$ cat src/sv/swmma_pkg.sv
// Shared types, constants and helpers for the sliding-window min/max/average block.
// Depends on nothing; every other file of the block imports it.
package swmma_pkg;

   localparam int WINDOW_MAX = 256;
   localparam int SLOT_W     = $clog2(WINDOW_MAX);
   localparam int WLEN_W     = SLOT_W + 1;
   localparam int QCNT_W     = SLOT_W + 1;
   localparam int AVG_W      = 40;
   localparam int DIVD_W     = 72;
   localparam int STEP_W     = 7;
   localparam int ADDR_W     = 4;

   localparam logic [STEP_W-1:0] DIV_AVG_STEPS = 7'd72;
   localparam logic [STEP_W-1:0] DIV_MOD_STEPS = 7'd32;
   localparam logic [AVG_W-1:0]  AVG_SAT       = {AVG_W{1'b1}};

   localparam logic [1:0] REG_AGG  = 2'd0;
   localparam logic [1:0] REG_RATE = 2'd1;
   localparam logic [1:0] REG_COL  = 2'd2;

   localparam logic MODE_ADD   = 1'b0;
   localparam logic MODE_QUERY = 1'b1;

   typedef struct packed {
      logic        mode;
      logic [31:0] tick;
      logic [31:0] sample;
   } req_type;

   typedef struct packed {
      logic [AVG_W-1:0] cur_avg;
      logic             cur_valid;
      logic [AVG_W-1:0] window_avg;
      logic             window_avg_valid;
      logic [31:0]      window_min;
      logic             window_min_valid;
      logic [31:0]      window_max;
      logic             window_max_valid;
   } rsp_type;

   typedef struct packed {
      logic [63:0] sum;
      logic [31:0] count;
   } ring_entry_type;

   typedef struct packed {
      logic [31:0] tk;
      logic [31:0] val;
   } qentry_type;

   // command from the sequencer to a monotonic queue
   typedef struct packed {
      logic              is_min;
      logic              nonempty;
      logic [31:0]       value;
      logic [31:0]       tick;
      logic [WLEN_W-1:0] wlen;
   } qcmd_type;

   // status from a monotonic queue
   typedef struct packed {
      logic        done;
      logic        has;
      logic [31:0] front;
   } qstat_type;

   typedef enum logic [3:0] {
      S_IDLE, S_ADV, S_MOD, S_MOD_WAIT, S_LOOP, S_CRD, S_CSUM, S_QWAIT,
      S_SAMPLE, S_QRD, S_DIV1, S_DIV1_WAIT, S_DIV2, S_DIV2_WAIT, S_QMOD, S_QMOD_WAIT
   } seq_state_type;

   typedef enum logic [2:0] {
      Q_IDLE, Q_BACK_RD, Q_BACK_CHK, Q_FRONT_RD, Q_FRONT_CHK, Q_PUSH
   } q_state_type;

   // window length in ticks, clamped to [1, WINDOW_MAX]
   function automatic logic [WLEN_W-1:0] window_len(logic [5:0] at, logic [5:0] ur,
                                                    logic [3:0] col);
      logic [11:0] p;
      p = 12'(at) * 12'(ur);
      if (col[3:1] == 3'b000) return WLEN_W'(1);
      if (p == 12'd0) return WLEN_W'(1);
      if (p > 12'(WINDOW_MAX)) return WLEN_W'(WINDOW_MAX);
      return p[WLEN_W-1:0];
   endfunction

endpackage

$ cat src/sv/swmma_div.sv
// Shared restoring divider, one quotient bit a cycle.
// Depends on swmma_pkg.
module swmma_div (
   input  logic                            clock,
   input  logic                            reset,
   input  logic                            start,
   input  logic [swmma_pkg::DIVD_W-1:0]    dividend,
   input  logic [31:0]                     divisor,
   input  logic [swmma_pkg::STEP_W-1:0]    steps,
   output logic                            done,
   output logic [swmma_pkg::DIVD_W-1:0]    quotient,
   output logic [31:0]                     remainder
);
   import swmma_pkg::*;

   logic [DIVD_W-1:0] num_ff;
   logic [31:0]       rem_ff;
   logic [31:0]       den_ff;
   logic [STEP_W-1:0] left_ff;
   logic              run_ff;
   logic              done_ff;
   logic [32:0]       trial;
   logic [32:0]       diff;
   logic              fit;

   // trial subtract of the shifted remainder
   always_comb begin
      trial = {rem_ff, num_ff[DIVD_W-1]};
      diff  = trial - {1'b0, den_ff};
      fit   = trial >= {1'b0, den_ff};
   end

   // control
   always_ff @(posedge clock) begin
      if (reset) begin
         run_ff  <= 1'b0;
         done_ff <= 1'b0;
         left_ff <= '0;
      end else begin
         done_ff <= 1'b0;
         if (start) begin
            run_ff  <= 1'b1;
            left_ff <= steps;
         end else if (run_ff) begin
            left_ff <= left_ff - 1'b1;
            if (left_ff == STEP_W'(1)) begin
               run_ff  <= 1'b0;
               done_ff <= 1'b1;
            end
         end
      end
   end

   // datapath
   always_ff @(posedge clock) begin
      if (start) begin
         num_ff <= dividend;
         rem_ff <= '0;
         den_ff <= divisor;
      end else if (run_ff) begin
         rem_ff <= fit ? diff[31:0] : trial[31:0];
         num_ff <= {num_ff[DIVD_W-2:0], fit};
      end
   end

   assign done      = done_ff;
   assign quotient  = num_ff;
   assign remainder = rem_ff;

endmodule

$ cat config.mk
export PLATFORM = sky130hd
export DESIGN_NAME = swmma_div
export DESIGN_NICKNAME = d
export VERILOG_FILES = /design/src/sv/swmma_pkg.sv /design/src/sv/swmma_div.sv
export SDC_FILE = /design/constraint.sdc
export NUM_CORES = 1
export LEC_CHECK = 0
export ABC_AREA = 1
export BUFFER_PORTS_ARGS = -buffer_cell sky130_fd_sc_hd__buf_2
export CAP_MARGIN = 20
export CELL_PAD_IN_SITES_DETAIL_PLACEMENT = 0
export CELL_PAD_IN_SITES_GLOBAL_PLACEMENT = 1
export CORE_MARGIN = 2
export CORE_UTILIZATION = 41
export CTS_CLUSTER_SIZE = 28
export DETAILED_ROUTE_END_ITERATION = 8
export GPL_TIMING_DRIVEN = 0
export PLACE_DENSITY = 0.94
export SYNTH_ARGS = -nofsm -noshare
export SYNTH_HDL_FRONTEND = slang
export SYNTH_SLANG_ARGS = --single-unit
$ cat constraint.sdc
create_clock -name clock -period 13.7 [get_ports clock]
set_input_delay 4.11 -clock clock [delete_from_list [all_inputs] [get_ports clock]]
set_output_delay 4.11 -clock clock [all_outputs]
set_load 0.05 [all_outputs]
==> summary.txt, run 1 <==
Status: finished clean
Power after layout: 1.247 mW
Syn avg cell area: 7.305 um^2
Routed Antenna Nets: 0
Async set-reset flop share out of synthesis: 0
DP HPWL: 19870 um
Fillers: 2093
NumNets Final: 1570
Achievable frequency: 160.1 MHz
CP Data Arrival Time: 6400 ps
# rows: 53
Cell Pwr Density: 116.2 mW/mm^2
CTS Buffer Depth: 2
Critical path type: input pin to flop
CP Data Required Time: 13860 ps
Sequential Area: 0.003944 mm^2
Yosys cell types: 36
Crit-path cells: buf_2 -> clkbuf_1 -> nor2_1 -> inv_1 -> clkbuf_4 -> buf_16
Tot GR Track Use: 0.2322
Top cells by area, synth: edfxtp_1 (36%), nand2_1 (23%), dfxtp_1 (9.5%)
Share of layout cells above drive strength 1: 0.1939
Peak supply drop: 72.72 uV
Most used routing layer: met2
Drt first pass iters: 4
Clk Latency, worst-skew pair: 430 ps
Final setup viols: 0
Vias per cell: 4.748
RSZ-0062 raised after global routing: false
IO buf count: 217
Cells resized by post-CTS repair: 0
Vias: 8119
First-pass GRT wire length: 39810 um
Fin crit period: 6245 ps
M1 GR Usage: 0.2763
P&R area growth vs syn: 24.06%
Count leader, synth: nand2_1
Initial antenna violation count: 4
Hold Buf Count CTS: 0
Core footprint: 0.02089 mm^2
CP peak stage delay: 700 ps
Worst-path cell with the longest stage delay: nor2_1
Worst Clk Skew: 10.57 ps
Fin Setup TNS: 0 ps
H-tree depth: 4
DRC: 0
Worst setup SP type: input pin
DRT iter0 DRCs: 388
GRT overflow: 0
Clock slew at reported path FFs: 70 ps
Crit path buf inv count: 5
Hold Path Class: flop to flop
Worst-margin pin slew: 882.9 ps
Number of flops mapped to enable cells by yosys: 104
Area of the die: 0.02227 mm^2
Inserted Clock Buffers: 17
Post-CTS Setup Inserts: 0
Synthesized area: 0.008650 mm^2
Yosys reg bits: 145
MaxCap Viol Count: 0
Top cells by count, synth: nand2_1 (541), inv_1 (181), edfxtp_1 (104), nand3_1 (81), nor2_1 (43)
Root Driver: clkbuf_16
Vias in the first global route: 7760
Die width: 149.2 um
Fin crit share: 0.4558
Syn Nets: 1333
Multi-input logic area: 0.003845 mm^2
Largest net degree at the start of global routing: 56
Final Wtd Congestion: 0.9262
Die outline height: 149.2 um
Leak pwr: 5.794 nW
Dominant synthesized flop cell: edfxtp_1
Cell family with most CP delay: buffers and inverters
CP endpoint kind: flop
DRT Wirelength: 25490 um
Slew Viols, Final: 0
CP Max Fanout: 55
Cells after Synth: 1184
Largest area contributor in the netlist: edfxtp_1
Post-synth top area share: 0.3611
Grt met2 use: 0.4023
Rel. slew slack: 0.4092
Initial Util: 0.4141
CTS Sinks: 145
Yosys warns: 0
Avg WL per Cell: 14.91 um
# IOs: 219
Register area share after synthesis: 0.4560
Met3 Use GR: 0.06483
TritonCTS clock tree: built
Final hold vios: 0
cells in the final DEF (no fill, tap or decap), types with 8 or more instances in the layout:
master,n
inv_1,181
buf_2,221
clkbuf_1,20
dfxtp_1,41
nor2_1,43
clkbuf_16,17
nand3_1,81
o21ai_0,11
a21oi_1,23
nand4_1,9
o21ai_1,8
edfxtp_1,104
ha_1,34
nand3b_1,15
nand2_1,541
xnor2_1,13
state kept, by name, summed over array words and instances (netlist names):
register and cells:
den_ff 32, done 1, left_ff 7, quotient 72
remainder 32, run_ff 1
kinds of logic after synthesis:
group / after synthesis / synth area share
buffers and inverters: 218 / 0.09952
AND/OR/NAND/NOR: 715 / 0.3415
AO/OA/AOI/OAI: 55 / 0.03530
flip-flops: 145 / 0.4560
XOR/XNOR: 16 / 0.01620
adder cells (fa/ha/maj): 35 / 0.05150
worst min-delay path: cells and delay by family, from the launching register on:
family	cells	cell delay (ps)
flip-flops	1	330
AND/OR/NAND/NOR	2	110
area by class of cell:
type | count | area share
flip-flops and latches | 145 | 0.3675
plain buffers | 33 | 0.01586
inverters | 185 | 0.06472
diodes | 1 | 0.0002332
clock inverters | 15 | 0.01784
multi-input cells | 821 | 0.3583
clock buffers | 17 | 0.03965
well taps | 275 | 0.03207
repair buffers | 218 | 0.1038
layer usage:
layer,up-vias,part of all wire
li1,4166,-
met1,3671,0.42
met2,241,0.49
met3,37,0.066
met4,4,0.023
met5,-,0.00090
where the power goes:
part,switching [mW],leakage [nW],total (mW),internal [mW]
sequential,0.0171,1.39,0.527,0.510
clock,0.221,0.304,0.500,0.279
combinational,0.162,4.10,0.220,0.0573
total,0.400,5.79,1.25,0.846
path summary, 6_finish.rpt:
kind,slack [ps],endpoint,depth (start not counted),startpoint
max,7460,quotient[65]$_DFFE_PP_,6,start
min,480,remainder[16]$_SDFFE_PP0P_,2,remainder[16]$_SDFFE_PP0P_
max reg2reg,11170,quotient[0]$_DFFE_PP_,13,den_ff[8]$_DFFE_PP_
min reg2reg,480,remainder[16]$_SDFFE_PP0P_,2,remainder[16]$_SDFFE_PP0P_
through the flow:
stage	hold WS (ps)	setup WS (ps)	cells	cell area, um^2	util
2_1_floorplan	461.4	6486	1184	8650	-
3_3_place_gp	469.5	4377	1676	10080	0.4825
3_5_place_dp	474.1	6914	1677	10110	0.4840
4_1_cts	483.9	7378	1709	10730	0.5136
5_1_grt	496.8	7286	1709	10730	0.5136
6_report	482.8	7455	1710	10730	0.5137
No activity file was read; power rests on OpenSTA's default activity.
==> run 2, diff against run 1 <==
--- a/config.mk
+++ b/config.mk
@@ -11,11 +11,11 @@
 export CELL_PAD_IN_SITES_DETAIL_PLACEMENT = 0
 export CELL_PAD_IN_SITES_GLOBAL_PLACEMENT = 1
 export CORE_MARGIN = 2
-export CORE_UTILIZATION = 41
+export CORE_UTILIZATION = 35
 export CTS_CLUSTER_SIZE = 28
 export DETAILED_ROUTE_END_ITERATION = 8
 export GPL_TIMING_DRIVEN = 0
-export PLACE_DENSITY = 0.94
+export PLACE_DENSITY = 0.86
 export SYNTH_ARGS = -nofsm -noshare
 export SYNTH_HDL_FRONTEND = slang
 export SYNTH_SLANG_ARGS = --single-unit
==> constraint.sdc (replaced) <==
create_clock -name clock -period 5.6 [get_ports clock]
set_input_delay 1.68 -clock clock [delete_from_list [all_inputs] [get_ports clock]]
set_output_delay 1.68 -clock clock [all_outputs]
set_load 0.05 [all_outputs]
==> summary.txt, run 2 (same netlist as run 1, synthesis figures left out) <==
Status: finished clean
Cell Pwr Density: 277.6 mW/mm^2
Area of the die: 0.02599 mm^2
Slew Viols, Final: 0
Vias in the first global route: 8050
Fillers: 2552
Max reg flops: 72
Hold Buf Count CTS: 0
Worst r2r src: den_ff[8]$_DFFE_PP_
Hold path startpoint: remainder[21]$_SDFFE_PP0P_
Worst-path cell with the longest stage delay: nor2_1
Critical path type: input pin to flop
Clk Latency, worst-skew pair: 430 ps
Largest net degree at the start of global routing: 57
Peak supply drop: 191.5 uV
TritonCTS clock tree: built
Root Driver: clkbuf_16
Final setup viols: 0
Fin crit period: 3846 ps
Fin crit share: 0.6867
RSZ-0062 raised after global routing: false
Vias per cell: 4.598
Core footprint: 0.02432 mm^2
Inserted Clock Buffers: 17
GRT overflow: 0
Post-CTS Setup Inserts: 0
# rows: 57
Rel. slew slack: 0.4188
DP HPWL: 20520 um
CTS Buffer Depth: 2
CP Data Required Time: 5760 ps
Cells resized by post-CTS repair: 0
MaxCap Viol Count: 0
H-tree depth: 4
Final Non-Filler Cells: 1758
Hold Path Class: flop to flop
Routed Antenna Nets: 0
CP Max Fanout: 56
Drt first pass iters: 5
Setup WS post-layout: 1754 ps
CP Data Arrival Time: 4000 ps
Final Wtd Congestion: 0.9102
First-pass GRT wire length: 41370 um
Cell family with most CP delay: buffers and inverters
DRT Wirelength: 26170 um
Leak pwr: 5.781 nW
Achievable frequency: 260.0 MHz
Commonest non-fill, non-tap cell in the layout: nand2_1
IO buf count: 217
CTS Sinks: 145
Crit-path cells: buf_2 -> clkbuf_1 -> nor2_1 -> inv_1 -> clkbuf_4 -> buf_16
Worst-margin pin slew: 868.5 ps
Vias: 8084
Final hold vios: 0
Dpl cells: 1726
Most frequent cells in the layout: nand2_1 (541), buf_2 (221), inv_1 (181)
CP peak stage delay: 700 ps
P&R area growth vs syn: 24.74%
Die outline height: 161.2 um
NumNets Final: 1570
Initial Util: 0.3557
Final core utilization: 0.4436
Worst setup SP type: input pin
CP endpoint kind: flop
Place WS: 1218 ps
Initial antenna violation count: 3
Avg WL per Cell: 14.88 um
Die width: 161.2 um
# IOs: 219
Crit path buf inv count: 5
Tot GR Track Use: 0.2038
Share of layout cells above drive strength 1: 0.1946
DRC: 0
Worst Clk Skew: 12.15 ps
Ant diodes: 0
CP startpoint: start
Clock slew at reported path FFs: 70 ps
DRT iter0 DRCs: 431
-- run 2: layer usage --
metal | part of all wire | track usage | vias to the layer above | wire length (um)
met5 | 0.0011 | 0 | - | 29
met4 | 0.015 | 0.05925 | 4 | 400
met3 | 0.076 | 0.05265 | 37 | 1997
met2 | 0.49 | 0.3595 | 251 | 12940
met1 | 0.41 | 0.2450 | 3616 | 10800
li1 | - | - | 4176 | -
-- run 2: worst paths after layout --
kind,to,slack [ps],cells past startpoint
max,quotient[67]$_DFFE_PP_,1750,6
min,remainder[21]$_SDFFE_PP0P_,480,2
min reg2reg,remainder[21]$_SDFFE_PP0P_,480,2
max reg2reg,quotient[0]$_DFFE_PP_,3160,13
-- run 2: area by class of cell --
type | instances | area, um^2 | area share
clock buffer | 17 | 425.4 | 0.03943
timing repair buffer | 218 | 1114 | 0.1032
multi-input combinational | 821 | 3845 | 0.3564
clock inverter | 15 | 191.4 | 0.01774
tap | 324 | 405.4 | 0.03757
sequential | 145 | 3944 | 0.3655
buffer | 33 | 170.2 | 0.01577
inverter | 185 | 694.4 | 0.06436
-- run 2: worst min-delay path, cell delays in order, from the launching register on --
cell     delay (ps)
dfxtp_1         330
nand2_1          70
nand2_1          40
-- run 2: metrics by stage --
stage / setup TNS (ps) / area, um^2 / hold slack [ps] / power (mW)
6_report: 0 / 10790 / 479.8 / 2.995
5_1_grt: 0 / 10790 / 507.1 / 3.131
4_1_cts: 0 / 10790 / 484.4 / 3.037
3_5_place_dp: 0 / 10170 / 474.7 / 1.859
3_3_place_gp: -110550 / 10140 / 469.0 / 1.855
2_1_floorplan: 0 / 8650 / 461.4 / 1.688
-- run 2: power breakdown --
group,switching [mW],internal [mW]
logic,0.402,0.141
registers,0.0426,1.25
clock network,0.557,0.606
total,1.00,1.99
==> run 3, diff against run 2 <==
--- a/config.mk
+++ b/config.mk
@@ -11,11 +11,11 @@
 export CELL_PAD_IN_SITES_DETAIL_PLACEMENT = 0
 export CELL_PAD_IN_SITES_GLOBAL_PLACEMENT = 1
 export CORE_MARGIN = 2
-export CORE_UTILIZATION = 35
+export CORE_UTILIZATION = 38
 export CTS_CLUSTER_SIZE = 28
 export DETAILED_ROUTE_END_ITERATION = 8
 export GPL_TIMING_DRIVEN = 0
-export PLACE_DENSITY = 0.86
+export PLACE_DENSITY = 0.88
 export SYNTH_ARGS = -nofsm -noshare
 export SYNTH_HDL_FRONTEND = slang
 export SYNTH_SLANG_ARGS = --single-unit
==> constraint.sdc (replaced) <==
create_clock -name clock -period 3.8 [get_ports clock]
set_input_delay 1.14 -clock clock [delete_from_list [all_inputs] [get_ports clock]]
set_output_delay 1.14 -clock clock [all_outputs]
set_load 0.05 [all_outputs]
==> summary.txt, run 3 (same netlist as run 1, synthesis figures left out) <==
CP Data Required Time: 3950 ps
Core footprint: 0.02250 mm^2
MaxCap Viol Count: 0
Dpl cells: 1687
Final Non-Filler Cells: 1720
Place WS: -17.35 ps
Setup slack, reg-to-reg: 1340 ps
Most frequent cells in the layout: nand2_1 (541), buf_2 (221), inv_1 (181)
DP HPWL: 20590 um
Final Wtd Congestion: 0.9011
Worst-margin pin slew: 909.0 ps
Clk Latency, worst-skew pair: 430 ps
NumNets Final: 1570
Worst Clk Skew: 13.25 ps
Largest net degree at the start of global routing: 58
Hold Path Class: flop to flop
Status: finished clean
CP startpoint: start
TritonCTS clock tree: built
Worst setup SP type: input pin
Slew Viols, Final: 0
IO buf count: 217
R2R depth: 13
Initial antenna violation count: 5
DRC: 0
CP Max Fanout: 57
Final core utilization: 0.4772
Die width: 154.9 um
Hold WS: 480.0 ps
Worst r2r src: den_ff[29]$_DFFE_PP_
Inserted Clock Buffers: 17
DRT iter0 DRCs: 427
Worst-path cell with the longest stage delay: nor2_1
Critical R2R Capture: remainder[19]$_SDFFE_PP0P_
Final hold vios: 0
Fin crit share: 0.8700
RSZ-0062 raised after global routing: false
H-tree depth: 4
Hold Buf Count CTS: 0
CP peak stage delay: 730 ps
Routed Antenna Nets: 0
Cell Pwr Density: 417.0 mW/mm^2
GRT overflow: 0
CTS Buffer Depth: 2
Leak pwr: 5.787 nW
Area of the die: 0.02398 mm^2
Tot GR Track Use: 0.2219
Cells resized by post-CTS repair: 0
Post-CTS Setup Inserts: 0
Fin crit period: 3306 ps
Drt first pass iters: 5
Vias: 8103
CP endpoint kind: flop
CTS Sinks: 145
Vias per cell: 4.711
Achievable frequency: 302.5 MHz
Initial Util: 0.3844
Critical path type: input pin to flop
First-pass GRT wire length: 40870 um
DRT Wirelength: 26270 um
Rel. slew slack: 0.3917
Crit-path cells: buf_2 -> clkbuf_1 -> nor2_1 -> inv_1 -> clkbuf_4 -> buf_16
P&R area growth vs syn: 24.16%
Root Driver: clkbuf_16
CP Data Arrival Time: 3460 ps
Fin Setup TNS: 0 ps
Fillers: 2340
Share of layout cells above drive strength 1: 0.1946
Max reg flops: 72
CP Capture Point: quotient[50]$_DFFE_PP_
# rows: 55
Vias in the first global route: 7892
Final setup viols: 0
Die outline height: 154.9 um
Avg WL per Cell: 15.27 um
Commonest non-fill, non-tap cell in the layout: nand2_1
Setup WS post-layout: 493.9 ps
Clock slew at reported path FFs: 60 ps
# IOs: 219
Peak supply drop: 224.7 uV
-- run 3: cell count changes in the layout (fill, tap and decap cells not counted), sizes merged --
cell	delta
diode	+1
bufinv	+2
clkinv	-6
inv	+4
-- run 3: worst max-delay path, delay by kind of cell --
family                 cells  cell delay, ps
and+or+nand+nor            1             730
buffers and inverters      5            1530
-- run 3: layout make-up --
type	count	area, um^2	area share
repair buffers	218	1114	0.1037
well taps	285	356.6	0.03321
clock buffers	17	425.4	0.03961
flip-flops and latches	145	3944	0.3672
diodes	1	2.502	0.0002330
multi-input cells	821	3845	0.3580
clock inverters	15	187.7	0.01748
inverters	185	694.4	0.06466
plain buffers	33	170.2	0.01585
-- run 3: metrics by stage --
stage,instance area [um^2],power [mW]
floorplan,8651,2.485
global placement,10090,2.729
detailed placement,10120,2.738
CTS,10740,4.518
global route,10740,4.665
finish,10740,4.478
-- run 3: routing by layer --
| layer | part of all wire | GRT usage | vias up |
|---|---|---|---|
| li1 | - | - | 4169 |
| met1 | 0.42 | 0.2619 | 3634 |
| met2 | 0.49 | 0.3862 | 251 |
| met3 | 0.070 | 0.06657 | 41 |
| met4 | 0.025 | 0.07319 | 8 |
| met5 | 0.0016 | 0 | - |
-- run 3: worst min-delay path by stage --
| stage | end | startpoint | cells past startpoint | slack (ps) |
|---|---|---|---|---|
| floorplan | left_ff[5]$_SDFFE_PP0P_ | left_ff[5]$_SDFFE_PP0P_ | 2 | 460 |
| global placement | left_ff[5]$_SDFFE_PP0P_ | left_ff[5]$_SDFFE_PP0P_ | 2 | 470 |
| detailed placement | remainder[16]$_SDFFE_PP0P_ | remainder[16]$_SDFFE_PP0P_ | 2 | 470 |
| CTS | remainder[16]$_SDFFE_PP0P_ | remainder[16]$_SDFFE_PP0P_ | 2 | 480 |
| global route | remainder[14]$_SDFFE_PP0P_ | remainder[14]$_SDFFE_PP0P_ | 2 | 500 |
| finish | remainder[16]$_SDFFE_PP0P_ | remainder[16]$_SDFFE_PP0P_ | 2 | 480 |
-- run 3: where the power goes --
part / internal (mW) / switching (mW)
sequential: 1.84 / 0.0639
combinational: 0.207 / 0.590
clock: 1.00 / 0.776
total: 3.05 / 1.43
